[config.mk]
export PLATFORM = sky130hd
export DESIGN_NAME = lsm_cfg
export DESIGN_NICKNAME = d
export VERILOG_FILES = /design/src/rtl/lsm_pkg.sv /design/src/rtl/lsm_cfg.sv
export SDC_FILE = /design/constraint.sdc
export NUM_CORES = 1
export LEC_CHECK = 0
export BUFFER_PORTS_ARGS = -buffer_cell sky130_fd_sc_hd__buf_2
export CAP_MARGIN = 20
export CORE_MARGIN = 5
export CORE_UTILIZATION = 25
export CTS_CLUSTER_SIZE = 20
export DETAILED_ROUTE_END_ITERATION = 7
export GPL_ROUTABILITY_DRIVEN = 0
export HOLD_SLACK_MARGIN = 0.02
export PLACE_DENSITY = 0.65
export REMOVE_ABC_BUFFERS = 1
export SYNTH_ARGS = -nofsm -noshare
export SYNTH_HDL_FRONTEND = slang
export SYNTH_SLANG_ARGS = --single-unit
export TNS_END_PERCENT = 10
[constraint.sdc]
create_clock -name clk -period 1 [get_ports clk]
set_input_delay 0.15 -clock clk [delete_from_list [all_inputs] [get_ports clk]]
set_output_delay 0.15 -clock clk [all_outputs]
set_load 0.03 [all_outputs]
[src/rtl/lsm_pkg.sv]
// ---------------------------------------------------------------------------
// lsm_pkg
// Types, codes and helpers shared by the line substring matcher.
// ---------------------------------------------------------------------------
`default_nettype none

package lsm_pkg;

	// Request codes carried in req_type
	localparam logic [1:0] REQ_LOAD = 2'd0;
	localparam logic [1:0] REQ_TEXT = 2'd1;
	localparam logic [1:0] REQ_EOF  = 2'd2;

	// Register indexes on the configuration port
	localparam logic [1:0] REG_PATTERN_LENGTH   = 2'd0;
	localparam logic [1:0] REG_FOLD_CASE        = 2'd1;
	localparam logic [1:0] REG_SHOW_LINE_NUMBER = 2'd2;

	localparam int unsigned APB_AW = 4;
	localparam int unsigned APB_DW = 32;

	localparam logic [7:0] CHAR_NEWLINE = 8'h0A;

	// Input word
	typedef struct packed {
		logic [1:0] req_type;
		logic [6:0] pattern_index;
		logic [7:0] byte_value;
	} req_t;

	// Result word
	typedef struct packed {
		logic [31:0] line_number;
		logic        matched;
	} res_t;

	// Configuration registers
	typedef struct packed {
		logic [7:0] pattern_length;
		logic       fold_case;
		logic       show_line_number;
	} cfg_t;

	// Committed operation handed to the match datapath
	typedef struct packed {
		logic       load_en;
		logic       shift_en;
		logic [6:0] idx;
		logic [7:0] data;
	} lsm_op_t;

	// Fold ASCII upper case to lower case when enabled
	function automatic logic [7:0] fold_byte(input logic [7:0] b, input logic ic);
		logic [7:0] r;
		r = b;
		if (ic && (b inside {[8'h41:8'h5A]})) begin
			r = b + 8'h20;
		end
		return r;
	endfunction

endpackage

`default_nettype wire

[src/rtl/lsm_cfg.sv]
// ---------------------------------------------------------------------------
// lsm_cfg
// APB register block: pattern length, case folding and line number enable.
// ---------------------------------------------------------------------------
`default_nettype none

module lsm_cfg (
	input  wire logic                       clk,
	input  wire logic                       arst_n,
	input  wire logic                       psel,
	input  wire logic                       penable,
	input  wire logic                       pwrite,
	input  wire logic [lsm_pkg::APB_AW-1:0] paddr,
	input  wire logic [lsm_pkg::APB_DW-1:0] pwdata,
	output logic      [lsm_pkg::APB_DW-1:0] prdata,
	output logic                            pready,
	output lsm_pkg::cfg_t                   cfg,
	output logic                            len_wr
);
	import lsm_pkg::*;

	cfg_t       cfg_q;
	logic       wr_en;
	logic [1:0] reg_idx;

	assign pready  = 1'b1;
	assign reg_idx = paddr[3:2];
	assign wr_en   = psel && penable && pwrite && pready;
	assign len_wr  = wr_en && (reg_idx == REG_PATTERN_LENGTH);
	assign cfg     = cfg_q;

	// Write registers on the access phase
	always_ff @(posedge clk or negedge arst_n) begin
		if (!arst_n) begin
			cfg_q <= '0;
		end else if (wr_en) begin
			case (reg_idx)
				REG_PATTERN_LENGTH:   cfg_q.pattern_length   <= pwdata[7:0];
				REG_FOLD_CASE:        cfg_q.fold_case        <= pwdata[0];
				REG_SHOW_LINE_NUMBER: cfg_q.show_line_number <= pwdata[0];
				default: ;
			endcase
		end
	end

	// Read back
	always_comb begin
		prdata = '0;
		case (reg_idx)
			REG_PATTERN_LENGTH:   prdata = APB_DW'(cfg_q.pattern_length);
			REG_FOLD_CASE:        prdata = APB_DW'(cfg_q.fold_case);
			REG_SHOW_LINE_NUMBER: prdata = APB_DW'(cfg_q.show_line_number);
			default:              prdata = '0;
		endcase
	end

endmodule

`default_nettype wire

==> results of run 1 <==
-- routing by layer --
metal / vias to the layer above / global-route usage, % / wire length, um
met5: - / 0 / 0
met4: 0 / 3.636 / 6
met3: 2 / 1.860 / 199
met2: 43 / 13.60 / 701
met1: 229 / 8.142 / 424
li1: 228 / - / -
-- stage by stage --
stage	setup TNS, ns	util (%)
2_1_floorplan	-2.319	-
3_3_place_gp	-0.9968	31.65
3_5_place_dp	-1.230	31.65
4_1_cts	-0.7699	36.11
5_1_grt	-1.140	36.31
6_report	-0.6528	36.31
-- layout by cell type, fill, tap and decap left out, drive strengths merged --
cell type,n
buf,34
dlygate4sd3,1
o21ai,1
and2,7
mux2i,1
nand3b,1
clkbuf,5
mux2,10
nor3b,2
dfrtp,10
nand3,1
nor2,1
nor3,1
conb,25
-- logic make-up after synthesis --
| kind of cell | Yosys count | share of synthesized area, % |
|---|---|---|
| other | 2 | 1.122 |
| flip-flops | 10 | 37.38 |
| buffers and inverters | 25 | 28.04 |
| AND/OR/NAND/NOR | 13 | 14.39 |
| multiplexers | 11 | 18.32 |
| AO/OA/AOI/OAI | 1 | 0.7469 |
-- what timing repair did --
item | CTS | global route
gates resized for setup | 26 | 2
cloned | 0 | 0
hold buffers | 1 | 0
setup endpoints to repair | 9 | 18
setup buffers | 1 | 0
pin swaps | 0 | 0
hold endpoints to repair | 10 | 0
-- final cells by class --
cell class / count / area, sq um / share of cell area, %
Clock buffer: 3 / 22.52 / 2.459
Multi-Input combinational cell: 50 / 335.3 / 36.61
Sequential cell: 10 / 250.2 / 27.32
Tap cell: 30 / 37.54 / 4.098
Timing Repair Buffer: 37 / 270.3 / 29.51
-- synth_stat cells, drive strengths merged --
master,n
and2,7
nor2,1
nor3b,2
conb,2
nor3,1
mux2i,1
o21ai,1
dfrtp,10
nand3,1
mux2,10
buf,25
nand3b,1
-- power breakdown --
part,switching (W),internal (W)
Clock,0.000113,0.000138
Combinational,0.000507,0.000282
Sequential,0.0000671,0.000500
Total,0.000688,0.000919
-- how the worst max path moves through the flow --
stage | endpoint | slack [ns] | cells past startpoint
after floorplan | prdata[0] | -0.46 | 2
after global placement | cfg[8] | -0.11 | 5
after detailed placement | cfg[4] | -0.14 | 5
after CTS | prdata[0] | -0.17 | 3
after global routing | prdata[0] | -0.23 | 3
final | prdata[0] | -0.16 | 3
==> results_dict.tcl, run 1 <==
set metrics [dict create \
    status "finished, violations left" \
    failed_checks "setup timing" \
    ir_drop_mv 1.387 \
    cts_buffer_depth 2 \
    die_w_um 61.75 \
    critical-path-top-delay-family "flip-flops" \
    avgSynthCellArea_sq_um 10.80 \
    grt_usage_pct 7.525 \
    ys_top_cells_by_area "dfrtp_1 (37%), buf_4 (28%), mux2_2 (17%)" \
    cp_data_required_time_ns 0.85 \
    cts_root_buf "clkbuf_4" \
    synth_warnings 0 \
    reg2reg_depth 2 \
    first_iter_violations 4 \
    crit_type "register to output port" \
    rsz0062_at_grt "yes" \
    hold_path_class "input port to register" \
    r2r_start "cfg[1]" \
    n_antenna_cell 0 \
    grt_pass1_vias 509 \
    postRouteAntennaNets 0 \
    ys_ff_latch 10 \
    path_max_fanout 2 \
    n_fill_cell 246 \
    ys_types 12 \
    grt_overflow 0 \
    cpPeakStageDelay_ns 0.38 \
    grt_pass1_wl_um 2090 \
    wl_per_cell_um 10.24 \
    startpoint "cfg[1]" \
    holdPathStages 2 \
    total_power_w 0.001607 \
    crit_slowest_cell "dfrtp_1" \
    io_buffer_count 33 \
    nNetsFinal 143 \
    p_leak_nw 0.4845 \
    yosysTopAreaCell "dfrtp_1" \
    largest_reg_flops 10 \
    ys_seq_area_share_pct 37.38 \
    dpl_worst_slack_ns -0.1352 \
    dr.pass1.iters 2 \
    max_freq_mhz 865.5 \
    timing.hold.ws_ns 0.1287 \
    clock_sinks 10 \
    clock_skew_ns 0 \
    initial_core_util_pct 26.54 \
    dp_hpwl_um 1089 \
    syn_to_final_growth_pct 36.82 \
    placed_cell_area_sq_um 798.3 \
    drv_cap 0 \
    grt_max_degree 11 \
    syn-instance-count 62 \
    coreArea_sq_mm 0.002522 \
    viasPerCell 3.862 \
    period_share_pct 115.5 \
    cts_made_buffers 3 \
    ff2ff_setup_slack_ns 0.10 \
    drt_drc_violations_left 0 \
    clk_latency_ns 0.25 \
    p_per_area_mw_per_mm2 1754 \
    critPathCaptureType "output port" \
    drive_above_1_share_pct 58.00 \
    setup_viol 9 \
    setup_ws_ns -0.1554 \
    die_h_um 61.75 \
    hold_path_end "cfg[5]" \
    cts_tree "yes" \
    stdcell_area_sq_um 915.9 \
    wl_um 1331 \
    worstPathArrival_ns 1.01 \
    synth_top_area_share_pct 37.38 \
    min-delay-start "pwdata[3]" \
    crit_chain "mux2i_1 -> o21ai_1 -> buf_4" \
    crit-reg2reg-capture "cfg[1]" \
    netlist_area_sq_um 669.4 \
    io-pin-count 85 \
    die-area_sq_mm 0.003812 \
    h-tree-depth 1 \
    cp-start-kind "register" \
    slew_violations 0 \
    antenna_found_initial 0 \
    placedCellCount 125 \
    fin_cells 130 \
    fin_crit_ns 1.155 \
    vias 502 \
    finalHoldViolations 0 \
    path_clk_slew_ns 0.06 \
    num_rows 18 \
    cp_num_buf_inv 1 \
]
No activity file was read; power rests on OpenSTA's default activity.
==> inputs of run 2 (changes only) <==
--- a/config.mk
+++ b/config.mk
@@ -7,13 +7,15 @@
 export LEC_CHECK = 0
 export BUFFER_PORTS_ARGS = -buffer_cell sky130_fd_sc_hd__buf_2
 export CAP_MARGIN = 20
+export CELL_PAD_IN_SITES_DETAIL_PLACEMENT = 0
+export CELL_PAD_IN_SITES_GLOBAL_PLACEMENT = 1
 export CORE_MARGIN = 5
-export CORE_UTILIZATION = 25
+export CORE_UTILIZATION = 20
 export CTS_CLUSTER_SIZE = 20
 export DETAILED_ROUTE_END_ITERATION = 7
 export GPL_ROUTABILITY_DRIVEN = 0
 export HOLD_SLACK_MARGIN = 0.02
-export PLACE_DENSITY = 0.65
+export PLACE_DENSITY_LB_ADDON = 0.1
 export REMOVE_ABC_BUFFERS = 1
 export SYNTH_ARGS = -nofsm -noshare
 export SYNTH_HDL_FRONTEND = slang
==> results_dict.tcl, run 2 (synthesized netlist as in run 1, its figures left out) <==
set metrics [dict create \
    status "finished, violations left" \
    failed_checks "setup timing" \
    io-pin-count 85 \
    clock_sinks 10 \
    critPathCaptureType "output port" \
    vias 513 \
    path_clk_slew_ns 0.06 \
    coreArea_sq_mm 0.003284 \
    hold_path_class "input port to register" \
    switching_share_pct 42.24 \
    antenna_found_initial 0 \
    largest_reg_flops 10 \
    cp_data_required_time_ns 0.85 \
    clock_power_share_pct 15.7 \
    seqCellArea_sq_um 250.2 \
    multi_input_area_sq_um 335.3 \
    cts_buffer_depth 2 \
    die_w_um 67.85 \
    dp_hpwl_um 1252 \
    p_int_w 0.0009750 \
    p_leak_nw 0.5084 \
    final_cell_mix "conb_1 (25), buf_2 (18), buf_6 (12)" \
    timing.hold.ws_ns 0.1210 \
    cp-start-kind "register" \
    drt_drc_violations_left 0 \
    die-area_sq_mm 0.004604 \
    setup_tns_ns -0.7819 \
    num_rows 21 \
    grt_usage_pct 6.795 \
    p_per_area_mw_per_mm2 1729 \
    final_common_cell "conb_1" \
    clock_skew_ns 0 \
    dr.pass1.iters 2 \
    grt_max_degree 11 \
    n_antenna_cell 0 \
    viasPerCell 3.420 \
    die_h_um 67.85 \
    cts_tree "yes" \
    io_buffer_count 33 \
    worstPathArrival_ns 1.01 \
    grt_overflow 0 \
    period_share_pct 116.3 \
    p_seq_share_pct 33.8 \
    nNetsFinal 147 \
    drv_cap 0 \
    grt_pass1_wl_um 2263 \
    grt_pass1_vias 483 \
    setup_viol 10 \
    path_max_fanout 2 \
    clk_latency_ns 0.25 \
    rsz0062_at_grt "yes" \
    drive_above_1_share_pct 59.62 \
    first_iter_violations 4 \
    crit_type "register to output port" \
    cts_made_buffers 3 \
    postRouteAntennaNets 0 \
    slew_violations 0 \
    max_freq_mhz 859.6 \
    p_comb_share_pct 50.4 \
    syn_to_final_growth_pct 45.79 \
    cts_root_buf "clkbuf_4" \
    ff2ff_setup_slack_ns 0.12 \
    ir_drop_mv 0.6929 \
    initial_core_util_pct 20.38 \
    p_switching_w 0.0007128 \
    setup_ws_ns -0.1634 \
    wl_um 1547 \
    fin_crit_ns 1.163 \
    n_fill_cell 368 \
    finalHoldViolations 0 \
    h-tree-depth 1 \
    wl_per_cell_um 10.31 \
]
run 2: routing by layer:
layer	global-route usage, %	vias up	share of wire [%]
met5	0	-	0
met4	2.978	0	0
met3	3.284	0	17
met2	9.113	38	41
met1	9.109	235	42
li1	-	240	-
run 2: power by group through the flow:
| stage | clock [W] | combinational (W) | sequential, W |
|---|---|---|---|
| final | 0.000266 | 0.000851 | 0.000571 |
| after global routing | 0.000308 | 0.000899 | 0.000589 |
| after CTS | 0.000285 | 0.000837 | 0.000568 |
| after detailed placement | 0 | 0.000701 | 0.000570 |
| after global placement | 0 | 0.000701 | 0.000568 |
| after floorplan | 0 | 0.000305 | 0.000754 |
run 2: final timing paths:
| check | from | endpoint | cells after the start |
|---|---|---|---|
| setup reg to reg | cfg[2] | cfg[2] | 2 |
| max in group asynchronous | arst_n | cfg[2] | 2 |
| hold reg to reg | cfg[8] | cfg[8] | 1 |
| hold / removal | pwdata[2] | cfg[4] | 2 |
| setup / recovery | cfg[1] | prdata[0] | 3 |
| min in group asynchronous | arst_n | cfg[4] | 2 |
run 2: layout make-up:
class	instances	share of cell area, %
clock buffer	3	2.308
multi-input combinational	50	34.36
sequential	10	25.64
tap	46	5.897
timing repair buffer	41	31.79
run 2: stage by stage:
stage | cell area (sq um) | utilization [%] | setup slack, ns | instances | power, W
4_1_cts | 960.9 | 29.26 | -0.1791 | 150 | 0.001690
3_5_place_dp | 828.3 | 25.22 | -0.1519 | 144 | 0.001271
3_3_place_gp | 828.3 | 25.22 | -0.1442 | 144 | 0.001269
5_1_grt | 975.9 | 29.71 | -0.2340 | 150 | 0.001796
2_1_floorplan | 568.0 | - | -0.4608 | 60 | 0.001059
6_report | 975.9 | 29.71 | -0.1634 | 150 | 0.001688
run 2: worst max-delay path: stages, from the launching register on:
cell	delay, ns
dfrtp_1	0.38
mux2i_1	0.13
o21ai_1	0.09
buf_4	0.17
run 2: what timing repair did:
action                                 in CTS  in global routing
setup endpoints to repair                  11                 19
setup buffers                               2                  0
endpoints found under the hold margin      10                  0
hold buffers                                1                  0
gates resized for setup                    30                  7
cloned                                      0                  0
pin swaps                                   0                  1
